$ cat src/hw/rtl/ile_pkg.sv
// ----------------------------------------------------------------------------
// ile_pkg
// Shared types and codes for the indexed list engine: command and status
// codes, and the payload layouts of the command and result channels.
// ----------------------------------------------------------------------------
package ile_pkg;

    localparam int unsigned POS_BITS   = 5;
    localparam int unsigned VALUE_BITS = 32;
    localparam int unsigned FP_BITS    = 4;
    localparam int unsigned COUNT_BITS = 5;

    typedef enum logic [1:0] {
        CMD_READ   = 2'd0,
        CMD_INSERT = 2'd1,
        CMD_ERASE  = 2'd2,
        CMD_FIND   = 2'd3
    } cmd_t;

    typedef enum logic [1:0] {
        ST_OK        = 2'd0,
        ST_BAD_POS   = 2'd1,
        ST_FULL      = 2'd2,
        ST_NOT_FOUND = 2'd3
    } status_t;

    typedef struct packed {
        cmd_t                  command;
        logic [POS_BITS-1:0]   position;
        logic [VALUE_BITS-1:0] value;
    } cmd_item_t;

    typedef struct packed {
        status_t               status;
        logic [VALUE_BITS-1:0] read_value;
        logic [FP_BITS-1:0]    found_position;
        logic [COUNT_BITS-1:0] entry_count;
    } rsp_item_t;

endpackage

$ cat src/hw/rtl/ile_chan_if.sv
// ----------------------------------------------------------------------------
// ile_chan_if
// Valid/ready channel carrying one item per handshake.
// ----------------------------------------------------------------------------
interface ile_chan_if #(
    parameter type payload_t = logic
);

    logic     valid;
    logic     ready;
    payload_t payload;

    modport source (output valid, output payload, input ready);
    modport sink   (input valid, input payload, output ready);

endinterface

$ cat src/hw/rtl/indexed_list_engine.sv
// ----------------------------------------------------------------------------
// indexed_list_engine
// Bounded ordered list of words with read, insert, erase and find commands.
// ----------------------------------------------------------------------------
// One command is worked at a time; each gives exactly one result item. The
// list lives in a single memory with one write and one registered read port,
// and every shift or search moves one entry per cycle through that port pair.
// A read waits for the registered read port. An insert moves the entries
// at and above its position up one place, top first, then writes the word;
// an erase moves those above its position down, lowest first; a find scans
// from entry 0 to the first hit or the list's end. A new command is taken as
// soon as the previous one has left its result in the output register, even
// if that result has not been taken yet.
// ----------------------------------------------------------------------------
module indexed_list_engine #(
    parameter int unsigned CAPACITY  = 16,
    parameter int unsigned WORD_BITS = 32
) (
    input  logic       clk,
    input  logic       rst_n,
    ile_chan_if.sink   cmd,
    ile_chan_if.source rsp
);

    localparam int unsigned CW = $clog2(CAPACITY + 1);
    localparam int unsigned AW = $clog2(CAPACITY);
    localparam int unsigned PW = (CW > ile_pkg::POS_BITS) ? CW : ile_pkg::POS_BITS;

    typedef enum logic [2:0] {
        S_IDLE,
        S_RDWAIT,
        S_SHIFT,
        S_PUT,
        S_RESULT
    } state_t;

    state_t                        state_reg, state_next;
    ile_pkg::cmd_t                 op_reg, op_next;
    logic [AW-1:0]                 pos_reg, pos_next;
    logic [WORD_BITS-1:0]          val_reg, val_next;
    logic [CW-1:0]                 count_reg, count_next;
    logic [CW-1:0]                 rem_reg, rem_next;
    logic [AW-1:0]                 src_reg, src_next;
    logic [AW-1:0]                 dst_reg, dst_next;
    logic                          pv_reg, pv_next;
    ile_pkg::status_t              res_status_reg, res_status_next;
    logic [ile_pkg::VALUE_BITS-1:0] res_rd_reg, res_rd_next;
    logic [ile_pkg::FP_BITS-1:0]   res_fp_reg, res_fp_next;
    ile_pkg::rsp_item_t            out_reg, out_next;
    logic                          out_valid_reg, out_valid_next;

    // list memory
    logic [WORD_BITS-1:0] mem [CAPACITY];
    logic [WORD_BITS-1:0] mem_rd_reg;
    logic                 mem_we;
    logic [AW-1:0]        mem_waddr;
    logic [WORD_BITS-1:0] mem_wdata;
    logic                 mem_re;
    logic [AW-1:0]        mem_raddr;

    logic [PW-1:0] cmd_pos_ext;
    logic [PW-1:0] count_ext;

    assign cmd.ready   = (state_reg == S_IDLE);
    assign rsp.valid   = out_valid_reg;
    assign rsp.payload = out_reg;

    assign cmd_pos_ext = PW'(cmd.payload.position);
    assign count_ext   = PW'(count_reg);

    always_ff @(posedge clk)
    begin
        if (mem_we)
        begin
            mem[mem_waddr] <= mem_wdata;
        end
        if (mem_re)
        begin
            mem_rd_reg <= mem[mem_raddr];
        end
    end

    always_comb
    begin
        state_next      = state_reg;
        op_next         = op_reg;
        pos_next        = pos_reg;
        val_next        = val_reg;
        count_next      = count_reg;
        rem_next        = rem_reg;
        src_next        = src_reg;
        dst_next        = dst_reg;
        pv_next         = pv_reg;
        res_status_next = res_status_reg;
        res_rd_next     = res_rd_reg;
        res_fp_next     = res_fp_reg;
        out_next        = out_reg;
        out_valid_next  = out_valid_reg && !rsp.ready;
        mem_we          = 1'b0;
        mem_waddr       = dst_reg;
        mem_wdata       = mem_rd_reg;
        mem_re          = 1'b0;
        mem_raddr       = src_reg;

        unique case (state_reg)
            S_IDLE:
            begin
                if (cmd.valid)
                begin
                    op_next         = cmd.payload.command;
                    pos_next        = AW'(cmd.payload.position);
                    val_next        = WORD_BITS'(cmd.payload.value);
                    res_status_next = ile_pkg::ST_OK;
                    res_rd_next     = '0;
                    res_fp_next     = '0;
                    pv_next         = 1'b0;
                    unique case (cmd.payload.command)
                        ile_pkg::CMD_READ:
                        begin
                            if (cmd_pos_ext >= count_ext)
                            begin
                                res_status_next = ile_pkg::ST_BAD_POS;
                                state_next      = S_RESULT;
                            end
                            else
                            begin
                                mem_re     = 1'b1;
                                mem_raddr  = AW'(cmd.payload.position);
                                state_next = S_RDWAIT;
                            end
                        end
                        ile_pkg::CMD_INSERT:
                        begin
                            if (cmd_pos_ext > count_ext)
                            begin
                                res_status_next = ile_pkg::ST_BAD_POS;
                                state_next      = S_RESULT;
                            end
                            else if (count_reg == CW'(CAPACITY))
                            begin
                                res_status_next = ile_pkg::ST_FULL;
                                state_next      = S_RESULT;
                            end
                            else
                            begin
                                // move entries up, top first
                                rem_next   = count_reg - CW'(cmd.payload.position);
                                src_next   = AW'(count_reg - CW'(1));
                                state_next = S_SHIFT;
                            end
                        end
                        ile_pkg::CMD_ERASE:
                        begin
                            if (cmd_pos_ext >= count_ext)
                            begin
                                res_status_next = ile_pkg::ST_BAD_POS;
                                state_next      = S_RESULT;
                            end
                            else
                            begin
                                // move entries down, lowest first
                                rem_next   = count_reg - CW'(cmd.payload.position) - CW'(1);
                                src_next   = AW'(cmd.payload.position) + AW'(1);
                                state_next = S_SHIFT;
                            end
                        end
                        default:
                        begin
                            rem_next   = count_reg;
                            src_next   = '0;
                            state_next = S_SHIFT;
                        end
                    endcase
                end
            end

            S_RDWAIT:
            begin
                res_rd_next = ile_pkg::VALUE_BITS'(mem_rd_reg);
                state_next  = S_RESULT;
            end

            S_SHIFT:
            begin
                // issue one read per cycle, write or compare it the next cycle
                if (rem_reg != '0)
                begin
                    mem_re   = 1'b1;
                    rem_next = rem_reg - CW'(1);
                    pv_next  = 1'b1;
                    case (op_reg)
                        ile_pkg::CMD_INSERT:
                        begin
                            dst_next = src_reg + AW'(1);
                            src_next = src_reg - AW'(1);
                        end
                        ile_pkg::CMD_ERASE:
                        begin
                            dst_next = src_reg - AW'(1);
                            src_next = src_reg + AW'(1);
                        end
                        default:
                        begin
                            dst_next = src_reg;
                            src_next = src_reg + AW'(1);
                        end
                    endcase
                end
                else
                begin
                    pv_next = 1'b0;
                end

                if (op_reg == ile_pkg::CMD_FIND)
                begin
                    if (pv_reg && (mem_rd_reg == val_reg))
                    begin
                        res_fp_next = ile_pkg::FP_BITS'(dst_reg);
                        pv_next     = 1'b0;
                        state_next  = S_RESULT;
                    end
                    else if ((rem_reg == '0) && !pv_reg)
                    begin
                        res_status_next = ile_pkg::ST_NOT_FOUND;
                        state_next      = S_RESULT;
                    end
                end
                else
                begin
                    mem_we = pv_reg;
                    if ((rem_reg == '0) && !pv_reg)
                    begin
                        if (op_reg == ile_pkg::CMD_INSERT)
                        begin
                            state_next = S_PUT;
                        end
                        else
                        begin
                            count_next = count_reg - CW'(1);
                            state_next = S_RESULT;
                        end
                    end
                end
            end

            S_PUT:
            begin
                mem_we     = 1'b1;
                mem_waddr  = pos_reg;
                mem_wdata  = val_reg;
                count_next = count_reg + CW'(1);
                state_next = S_RESULT;
            end

            S_RESULT:
            begin
                if (!out_valid_reg || rsp.ready)
                begin
                    out_next.status         = res_status_reg;
                    out_next.read_value     = res_rd_reg;
                    out_next.found_position = res_fp_reg;
                    out_next.entry_count    = ile_pkg::COUNT_BITS'(count_reg);
                    out_valid_next          = 1'b1;
                    state_next              = S_IDLE;
                end
            end

            default:
            begin
                state_next = S_IDLE;
            end
        endcase
    end

    always_ff @(posedge clk or negedge rst_n)
    begin
        if (!rst_n)
        begin
            state_reg      <= S_IDLE;
            op_reg         <= ile_pkg::CMD_READ;
            pos_reg        <= '0;
            val_reg        <= '0;
            count_reg      <= '0;
            rem_reg        <= '0;
            src_reg        <= '0;
            dst_reg        <= '0;
            pv_reg         <= 1'b0;
            res_status_reg <= ile_pkg::ST_OK;
            res_rd_reg     <= '0;
            res_fp_reg     <= '0;
            out_reg        <= '0;
            out_valid_reg  <= 1'b0;
        end
        else
        begin
            state_reg      <= state_next;
            op_reg         <= op_next;
            pos_reg        <= pos_next;
            val_reg        <= val_next;
            count_reg      <= count_next;
            rem_reg        <= rem_next;
            src_reg        <= src_next;
            dst_reg        <= dst_next;
            pv_reg         <= pv_next;
            res_status_reg <= res_status_next;
            res_rd_reg     <= res_rd_next;
            res_fp_reg     <= res_fp_next;
            out_reg        <= out_next;
            out_valid_reg  <= out_valid_next;
        end
    end

endmodule

$ cat src/flat_wrapper.sv
// flat-port wrapper written by rule: the top's interface ports become plain ports
module indexed_list_engine_flat 
#(
    parameter int unsigned CAPACITY  = 16,
    parameter int unsigned WORD_BITS = 32
)
  (clk, rst_n, cmd_valid, cmd_payload, cmd_ready, rsp_valid, rsp_payload, rsp_ready);
  ile_chan_if #(.payload_t(ile_pkg::cmd_item_t)) cmd_i ();
  ile_chan_if #(.payload_t(ile_pkg::rsp_item_t)) rsp_i ();
  input  logic clk;
  input  logic rst_n;
  input wire logic [$bits(cmd_i.valid)-1:0] cmd_valid;
  input wire logic [$bits(cmd_i.payload)-1:0] cmd_payload;
  output wire logic [$bits(cmd_i.ready)-1:0] cmd_ready;
  output wire logic [$bits(rsp_i.valid)-1:0] rsp_valid;
  output wire logic [$bits(rsp_i.payload)-1:0] rsp_payload;
  input wire logic [$bits(rsp_i.ready)-1:0] rsp_ready;
  assign cmd_i.valid = cmd_valid;
  assign cmd_i.payload = cmd_payload;
  assign cmd_ready = cmd_i.ready;
  assign rsp_valid = rsp_i.valid;
  assign rsp_payload = rsp_i.payload;
  assign rsp_i.ready = rsp_ready;
  indexed_list_engine #(.CAPACITY(CAPACITY), .WORD_BITS(WORD_BITS)) u_core (.clk(clk), .rst_n(rst_n), .cmd(cmd_i), .rsp(rsp_i));
endmodule
$ cat config.mk
export PLATFORM = sky130hd
export DESIGN_NAME = indexed_list_engine_flat
export DESIGN_NICKNAME = d
export VERILOG_FILES = /design/src/hw/rtl/ile_pkg.sv /design/src/hw/rtl/ile_chan_if.sv /design/src/hw/rtl/indexed_list_engine.sv /design/src/flat_wrapper.sv
export SDC_FILE = /design/constraint.sdc
export NUM_CORES = 1
export LEC_CHECK = 0
export ABC_CLOCK_PERIOD_IN_PS = 3900
export BUFFER_PORTS_ARGS = -buffer_cell sky130_fd_sc_hd__buf_2
export CAP_MARGIN = 5
export CORE_UTILIZATION = 45
export DETAILED_ROUTE_END_ITERATION = 7
export REMOVE_ABC_BUFFERS = 1
export SKIP_CTS_REPAIR_TIMING = 1
export SYNTH_ARGS = -nofsm -noshare
export SYNTH_HDL_FRONTEND = slang
export SYNTH_SLANG_ARGS = --single-unit
$ cat constraint.sdc
create_clock -name clk -period 3.9 [get_ports clk]
set_input_delay 0.39 -clock clk [delete_from_list [all_inputs] [get_ports clk]]
set_output_delay 0.39 -clock clk [all_outputs]
set_load 0.005 [all_outputs]
# Yosys cells after proc, flatten, opt, wreduce, memory -nomap -nowiden
# Memory sizes are Yosys's and may differ from the RTL's. A register that Yosys moved wholly into a read port is not among the register bits.
# Cells that the tools add are included.
dict set report op_classes {
  n_addsub 8
  n_mul 0
  div_mod_pow 0
  order_cmp 2
  eq_ne 26
  n_shift 0
  n_mux 69
  bitwise_logic 0
  reduce_logical 26
}
# operator count
set ops {}
lappend ops {{32-bit 2-to-1 mux} 2}
lappend ops {{32-bit case mux with 2 select lines} 1}
lappend ops {{4-bit 2-to-1 mux} 14}
lappend ops {{5-bit 2-to-1 mux} 8}
lappend ops {{3-bit 2-to-1 mux} 11}
lappend ops {{32-bit equality test} 1}
lappend ops {{4-bit case mux with 2 select lines} 3}
lappend ops {{5-bit case mux with 2 select lines} 2}
lappend ops {{5-bit case mux with 3 select lines} 1}
lappend ops {{5-bit by 1-bit subtractor with 5-bit output (second input constant)} 3}
lappend ops {{1-bit 2-to-1 mux} 13}
lappend ops {{2-bit 2-to-1 mux} 6}
lappend ops {{3-bit case mux with 4 select lines} 1}
lappend ops {{4-bit case mux with 3 select lines} 1}
lappend ops {{4-bit AND reduction} 3}
lappend ops {{2-bit by 1-bit inequality test with 1-bit output (second input constant)} 5}
lappend ops {{2-bit inequality test (second input constant)} 5}
lappend ops {{2-bit AND reduction} 5}
lappend ops {{3-bit inequality test (second input constant)} 3}
lappend ops {{3-bit case mux with 3 select lines} 1}
lappend ops {{4-bit by 1-bit adder with 4-bit output (second input constant)} 2}
lappend ops {{2-bit case mux with 2 select lines} 2}
lappend ops {{7-bit AND reduction} 1}
lappend ops {{2-bit equality test (second input constant)} 3}
lappend ops {{22 further kinds} 34}
dict set report word_totals {
  reg_bits 142
  latchBits 0
  ram_bits 512
  romBits 0
  input_bits 43
  out_inout_bits 45
  word_cells 149
  memories 1
}
# name depth word_bits read_ports rd_ports_with_merged_regs wr line
set memory_table {}
lappend memory_table {u_core.mem 16 32 1 1 1 indexed_list_engine.sv:53} ;# logic [WORD_BITS-1:0] mem [CAPACITY];

# Depth between registers and ports, before layout
# Gate-level depths: netlist of run 1.
dict set report depth {
  word_depth 6
  mapped_depth 14
  mapped_depth_nobuf 12
}

# Worst setup path before layout of run 1
# Ideal clock, no wire load.
dict set report synth_path {
  kind {register to register}
  from {register u_core.state_reg[2]}
  to {memory u_core.mem[12][0] (enable)}
  setup_ns 0.421
  arrival_ns 3.389
  t_required_ns 3.479
  slack_ns 0.090
  stages_incl_launch_ff 7
  path_buffers 2
  period_less_slack_ns 3.810
  cell_sequence {dfrtp_1 -> clkbuf_1 -> or3b_2 -> clkbuf_1 -> or4b_2 -> o32a_1 -> nor2_1}
}
dict set report synth_between {
  elab_chain_cells 4
  elab_cells_between_ends 6
  cone_classes {eq/ne (2); mux (4)}
}
# item line
set synth_lines {}
lappend synth_lines {{start: declaration} indexed_list_engine.sv:37} ;# state_t state_reg, state_next;
lappend synth_lines {{start signal: assignment} indexed_list_engine.sv:296} ;# state_reg <= state_next;
lappend synth_lines {{3-bit by 2-bit equality test with 1-bit output} indexed_list_engine.sv:105} ;# unique case (state_reg)
lappend synth_lines {{1-bit case mux with 2 select lines} indexed_list_engine.sv:105}
lappend synth_lines {{1-bit 2-to-1 mux} indexed_list_engine.sv:73} ;# if (mem_we)
lappend synth_lines {{1-bit 2-to-1 mux (not written as such)} indexed_list_engine.sv:75} ;# mem[mem_waddr] <= mem_wdata;
lappend synth_lines {{end: declaration} indexed_list_engine.sv:53}
# Parallel ways exist; a longest one is shown, timed or not.

# Final worst setup path of run 1
dict set report layout_path {
  from {register u_core.count_reg[4], in the netlist u_core.count_ext[4]}
  to {register u_core.mem_rd_reg[20] (read register of u_core.mem), data pin}
}
dict set report layout_between {
  elab_chain_cells 5
  elab_cells_between_ends 9
  cone_classes {order compare (1); mux (8)}
}
# item line
set layout_lines {}
lappend layout_lines {{start: declaration} indexed_list_engine.sv:41} ;# logic [CW-1:0] count_reg, count_next;
lappend layout_lines {{start signal: assignment} indexed_list_engine.sv:300} ;# count_reg <= count_next;
lappend layout_lines {{5-bit >= comparator *} indexed_list_engine.sv:120} ;# if (cmd_pos_ext >= count_ext)
lappend layout_lines {{1-bit 2-to-1 mux or 4-bit 2-to-1 mux (tied branches)} indexed_list_engine.sv:120}
lappend layout_lines {{1-bit 2-to-1 mux or 4-bit 2-to-1 mux (tied branches)} indexed_list_engine.sv:117} ;# unique case (cmd.payload.command)
lappend layout_lines {{1-bit 2-to-1 mux or 4-bit 2-to-1 mux (tied branches)} indexed_list_engine.sv:108} ;# if (cmd.valid)
lappend layout_lines {{1-bit case mux with 2 select lines or 4-bit 2-to-1 mux (tied branches)} indexed_list_engine.sv:105}
lappend layout_lines {{end: declaration} indexed_list_engine.sv:54} ;# logic [WORD_BITS-1:0] mem_rd_reg;
# Every way passes the cells marked *; elsewhere a longest branch is shown, timed or not.
# A chain may end at the register's enable or synchronous reset.

==> results.yml, run 1 <==
synthesis:
  yosys_warnings: 0
  postSynthCellCount: 1954
  synth_seq_area_share_pct: 71.4
  synthesized_flop_and_latch_total: 686
  fraction_of_registers_with_async_set_reset_pct: 20.7
  netlist-cell-type-count: 68
  mappedNetlistArea_um2: 27900
  post_synth_edffs: 544
  postSynth.topFlopCell: "sky130_fd_sc_hd__edfxtp_1"
  syn_area_per_cell_um2: 14.3
grt:
  gr-usage-all-layers_pct: 24.3
  wire_length_of_the_first_global_routing_pass_mm: 112
  gr-total-overflow: 0
  grt-busiest-layer: "met2"
  grt_util_met3_pct: 4.54
  grt.met1_usage_pct: 34.5
  grt.met2_usage_pct: 37.8
  antenna_found_initial: 1
  number_of_global_route_vias_before_repair: 16900
  pin_count_of_the_biggest_net_entering_global_routing: 78
timing:
  grt_setup_unrepaired: "false"
  fin_skew_ns: 0.0181
  hold_viol_final: 2
  final-max-slew-violation-count: 0
  final.setup.worst_slack_ns: 0.484
  worst_slew_pin_slew_ns: 1.09
  maximum_frequency_from_static_timing_analysis_mhz: 293
  fin_hold_ws_ns: -0.00800
  slew_headroom_pct: 27.4
  layout_min_cycle_time_ns: 3.42
  setup_viol: 0
  final.period_utilization_pct: 87.6
drt:
  initialDrtViolationCount: 1718
  detailed_routing_iteration_count_for_the_pre_antenna_repair_pass: 5
  routedWlPerCell_um: 25.9
  vias: 17400
  postRouteWirelength_mm: 76.1
  avgViaCountPerCell: 5.92
  antenna_left: 0
  post_route_drc: 0
finish:
  n_antenna_cell: 0
  final_common_cell: "sky130_fd_sc_hd__edfxtp_1"
  most-common-layout-cells: "544 x sky130_fd_sc_hd__edfxtp_1, 374 x sky130_fd_sc_hd__nand2_1, 142 x sky130_fd_sc_hd__dfrtp_1"
  largest_reg_flops: 512
  final_cell_count_no_fill: 2937
  drive_gt1_share_pct: 15.8
  top_register: "u_core.mem"
  finish.net_count: 2160
  flow.area_growth_from_synthesis_pct: 16.4
critical_path:
  cp.arrival_ns: 3.78
  largest_driver_fanout_on_the_critical_path: 52
  r2r_slack_ns: 0.48
  crit_type: "reg2reg"
  setup.worst_path.end_class: "flop"
  worst_setup_path_start_kind: "flop"
  r2r.worst_path.cells: 10
  regToRegEndpoint: "u_core.mem_rd_reg[20]"
  crit_required_ns: 4.26
  rr_startpoint: "u_core.count_ext[4]"
clock_tree:
  clock_latency_on_the_worst_skew_pair_ns: 0.62
  clock_tree_buf_depth: 3
  clkSlewWorstSetupHoldPaths_ns: 0.06
  htree_levels: 3
  tritoncts: "done"
  cts.root.buffer_cell: "sky130_fd_sc_hd__clkbuf_16"
  numCtsBuffers: 74
  cts_num_sinks: 686
floorplanning:
  placementRows: 90
  top_level_ports: 88
  placeableCoreArea_um2: 60800
  die_h_um: 251
  start_util_pct: 45.8
  die_area_um2: 62900
  dieWidth_um: 251
power:
  power.density_nw_per_um2: 759
  highest_ir_drop_seen_on_vdd_mv: 0.422
  cellLeakagePower_uw: 0.0126
outcome:
  status: "complete, but fails checks"
  violations: "negative hold slack"
placement:
  number_of_port_buffers: 87
  gp_routability_congestion: 0.836
  pre_cts_slack_ns: 0.220
  dp_hpwl_mm: 42.0
  number_of_placed_instances_taps_included: 2772
worst_hold_path:
  min-delay-path-class: "in2reg"
  holdPathEnd: "u_core.val_reg[9]"
  hold_path.startpoint: "cmd_payload[9]"
  min_path_cells: 3
flow_run:
  cap_violations: 0
[Yosys cell counts (all sizes together) (3+ instances only)]
master	count	share of area, %
a211o	33	1.0
a211oi	37	1.1
a21oi	25	0.45
a22o	39	1.2
a22oi	4	0.11
a311oi	32	1.0
a31o	3	0.094
a31oi	9	0.22
a32oi	35	1.1
buf	39	0.87
clkbuf	73	0.99
dfrtp	142	13
edfxtp	544	59
ha	20	0.90
inv	28	0.38
mux2	43	1.8
mux2i	132	4.7
nand2	378	5.1
nand2b	4	0.090
nand3	11	0.22
nand4	8	0.18
nor2	39	0.53
nor3	12	0.22
nor3b	4	0.11
nor4	8	0.18
o211ai	3	0.081
o21a	3	0.081
o21ai	64	1.1
o22ai	102	2.3
or3	4	0.11
xnor2	12	0.38
xor2	34	1.1
[worst max path at each step]
stage / start / to / slack, ns / depth (start not counted)
after CTS: u_core.count_ext[4] / u_core.mem_rd_reg[2] / 0.51 / 10
after floorplan: u_core.state_reg[1] / u_core.mem_rd_reg[10] / -5.54 / 8
after detailed placement: cmd_payload[34] / u_core.mem_rd_reg[2] / 0.22 / 12
final: u_core.count_ext[4] / u_core.mem_rd_reg[20] / 0.48 / 10
after global routing: u_core.count_ext[4] / u_core.mem_rd_reg[20] / 0.27 / 10
after global placement: cmd_payload[34] / u_core.mem_rd_reg[15] / 0.32 / 11
[layout make-up]
type / count / area (um2)
clock inverters: 36 / 253
well taps: 782 / 978
multi-input cells: 1128 / 7560
clock buffers: 99 / 2040
fillers: 5008 / 28400
flip-flops and latches: 686 / 19900
inverters: 28 / 105
repair buffers: 178 / 1610
[metrics by stage]
stage / total power (uW) / util [%] / area (um2) / TNS, ns / hold WS, ns
after detailed placement: 18100 / 49.1 / 29800 / 0 / 0.479
after global placement: 17900 / 49.1 / 29800 / 0 / 0.458
final: 24600 / 53.3 / 32400 / 0 / -0.00800
after floorplan: 15200 / - / 27400 / -177.26 / 0.0944
after global routing: 25700 / 53.3 / 32400 / 0 / -0.00196
after CTS: 24700 / 52.8 / 32100 / 0 / -0.132
[report_power, final]
group	switching [uW]	internal, uW
combinational	4700	2520
sequential	864	9920
clock	2850	3760
total	8420	16200
[layer usage]
| metal | routed length [um] | part of all wire (%) | vias up |
|---|---|---|---|
| met2 | 35300 | 46 | 678 |
| li1 | - | - | 7728 |
| met1 | 32600 | 43 | 8861 |
| met4 | 2080 | 2.7 | 2 |
| met3 | 6180 | 8.1 | 124 |
| met5 | 13 | 0.017 | - |
[worst max-delay path, stage by stage, from the launching register on]
cell and delay [ns]:
sky130_fd_sc_hd__dfrtp_1 0.45, sky130_fd_sc_hd__ha_1 0.37, sky130_fd_sc_hd__and3_1 0.20, sky130_fd_sc_hd__nand3_1 0.16
sky130_fd_sc_hd__o211ai_1 0.17, sky130_fd_sc_hd__o21ai_1 0.28, sky130_fd_sc_hd__and2_4 0.50, sky130_fd_sc_hd__buf_12 0.36
sky130_fd_sc_hd__mux2i_1 0.24, sky130_fd_sc_hd__o22ai_1 0.11, sky130_fd_sc_hd__a211o_1 0.28
[logic make-up after synthesis]
family / Yosys count / synth area share (%)
compound gates: 404 / 10.4
xor+xnor: 46 / 1.45
fa+ha+maj: 21 / 0.970
buf+inv: 140 / 2.23
flops: 686 / 71.4
mux: 175 / 6.49
simple gates: 482 / 7.12
Power figures use the tool's default switching activity.
==> run 2, diff against run 1 <==
REMOVE_ABC_BUFFERS = unset   (was 1)
==> run 2 against run 1 <==
  * The flow still finishes with violations (negative hold slack)
  * Die area did not move
  * Largest power group unchanged
  * Routed wire length decreased by 1.5%
  * Critical path depth did not move
  * Combinational power down 2%
  * Highest routed layer is now met4
  * Cell count is 0.75% lower
==> results.yml, run 2 (synthesis gave the netlist of run 1 again) <==
power:
  cellLeakagePower_uw: 0.0125
  swShare_pct: 33.8
  cellInternalPower_uw: 16200
  switching_power_uw: 8300
  power.combinational.fraction_pct: 28.7
  power.share.clock_pct: 26.8
  power.density_nw_per_um2: 762
  highest_ir_drop_seen_on_vdd_mv: 0.406
  p_seq_share_pct: 44.5
placement:
  dp_hpwl_mm: 45.1
  pre_cts_slack_ns: 0.200
  number_of_port_buffers: 87
  gp_routability_congestion: 0.899
critical_path:
  worst_setup_path_start_kind: "flop"
  regToRegEndpoint: "u_core.mem_rd_reg[20]"
  rr_startpoint: "u_core.count_ext[1]"
  r2r.worst_path.cells: 10
  largest_driver_fanout_on_the_critical_path: 36
  slowest_delay_ns: 0.59
  critical_path.top_delay_family: "compound AO/OA/AOI/OAI gates"
  critical_path_buf_inv_count: 1
  crit_type: "reg2reg"
  setup.worst_path.end_class: "flop"
  critical_path.cell_chain: "ha_1, nor2b_1, o21a_1, o211a_1, nand3_2, and2_4, buf_4, mux2i_1, o22ai_1, a211o_1"
  crit_required_ns: 4.26
  cp.arrival_ns: 3.85
  r2r_slack_ns: 0.41
  critical-path-slowest-cell: "sky130_fd_sc_hd__and2_4"
drt:
  routedWlPerCell_um: 25.7
  avgViaCountPerCell: 5.93
  detailed_routing_iteration_count_for_the_pre_antenna_repair_pass: 5
  post_route_drc: 0
  vias: 17300
  antenna_left: 0
  initialDrtViolationCount: 1598
  postRouteWirelength_mm: 75.0
finish:
  most-common-layout-cells: "544 x sky130_fd_sc_hd__edfxtp_1, 374 x sky130_fd_sc_hd__nand2_1, 142 x sky130_fd_sc_hd__dfrtp_1"
  final_util_pct: 53.0
  flow.area_growth_from_synthesis_pct: 15.6
  top_register: "u_core.mem"
  largest_reg_flops: 512
  drive_gt1_share_pct: 15.7
  layout.filler_cells: 4952
  n_antenna_cell: 0
  finish.net_count: 2146
  final_common_cell: "sky130_fd_sc_hd__edfxtp_1"
outcome:
  violations: "negative hold slack"
  status: "complete, but fails checks"
timing:
  final.period_utilization_pct: 89.5
  fin_hold_ws_ns: -0.0160
  hold_viol_final: 7
  final.setup.worst_slack_ns: 0.408
  worst_slew_pin_slew_ns: 1.01
  layout_min_cycle_time_ns: 3.49
  grt_setup_unrepaired: "false"
  fin_skew_ns: 0.0221
  final-max-slew-violation-count: 0
  slew_headroom_pct: 32.6
  setup_viol: 0
  setup_tns_ns: 0
  maximum_frequency_from_static_timing_analysis_mhz: 286
grt:
  wire_length_of_the_first_global_routing_pass_mm: 110
  gr-total-overflow: 0
  pin_count_of_the_biggest_net_entering_global_routing: 96
  number_of_global_route_vias_before_repair: 16800
  antenna_found_initial: 0
  gr-usage-all-layers_pct: 23.7
floorplanning:
  die_area_um2: 62900
  placeableCoreArea_um2: 60800
  top_level_ports: 88
  die_h_um: 251
  start_util_pct: 45.8
  dieWidth_um: 251
  placementRows: 90
clock_tree:
  tritoncts: "done"
  numCtsBuffers: 71
  htree_levels: 3
  clock_latency_on_the_worst_skew_pair_ns: 0.61
  clock_tree_buf_depth: 3
  clkSlewWorstSetupHoldPaths_ns: 0.06
  cts_num_sinks: 686
  cts.root.buffer_cell: "sky130_fd_sc_hd__clkbuf_16"
flow_run:
  cap_violations: 0
synthesis:
  synthesis.nets: 2018
worst_hold_path:
  min_path_cells: 3
  holdPathEnd: "u_core.val_reg[3]"
  min-delay-path-class: "in2reg"
  hold_path.startpoint: "cmd_payload[3]"
[run 2: cell types whose count changed in the layout (fill, tap and decap cells not counted), sizes merged, moves of 4 or more]
cell         previous run  this run
clkinv                 33        29
buf                   148       153
bufinv                  1         5
dlygate4sd3            30        14
clkbuf                 99        88
[run 2: worst max path at each step]
stage | startpoint | endpoint | slack (ns) | cells after the start
detailed placement | cmd_payload[34] | u_core.mem_rd_reg[19] | 0.20 | 12
CTS | u_core.count_ext[1] | u_core.mem_rd_reg[19] | 0.41 | 10
floorplan | u_core.state_reg[2] | u_core.mem[12][0] | 0.09 | 6
global placement | cmd_payload[34] | u_core.mem_rd_reg[8] | 0.26 | 12
finish | u_core.count_ext[1] | u_core.mem_rd_reg[20] | 0.41 | 10
global route | u_core.count_ext[1] | u_core.mem_rd_reg[20] | 0.21 | 10
[run 2: area by class of cell]
cell class | count | area (um2) | area share (%)
multi-input cells | 1128 | 7550 | 23.5
inverters | 28 | 105 | 0.326
repair buffers | 167 | 1450 | 4.51
clock buffers | 88 | 1910 | 5.94
flip-flops and latches | 686 | 19900 | 61.8
well taps | 782 | 978 | 3.04
clock inverters | 36 | 312 | 0.967
[run 2: layer usage]
metal / vias up / GRT usage, % / wire, um
met1: 8767 / 33.0 / 31800
li1: 7712 / - / -
met4: 0 / 8.54 / 2100
met3: 108 / 3.87 / 5830
met2: 693 / 37.8 / 35200
met5: - / 0 / 0
[run 2: power by group through the flow]
stage | Clock, uW | Combinational [uW] | Sequential (uW)
2_1_floorplan | 0 | 4610 | 10500
3_3_place_gp | 0 | 6860 | 11000
3_5_place_dp | 0 | 7000 | 11000
4_1_cts | 6670 | 7030 | 10900
5_1_grt | 6930 | 7650 | 11000
6_report | 6570 | 7050 | 10900
[run 2: stage by stage]
step                      total power, uW  instance area, um2  std cells
after floorplan                     15200               27900       1954
after global placement              17900               29800       2777
after detailed placement            18000               29800       2777
after CTS                           24600               32100       2901
after global routing                25600               32200       2915
final                               24500               32200       2915
[run 2: worst min-delay path, cell delays in order]
cell and delay, ns:
sky130_fd_sc_hd__buf_2 0.09, sky130_fd_sc_hd__nand2_1 0.04, sky130_fd_sc_hd__nand2_1 0.04
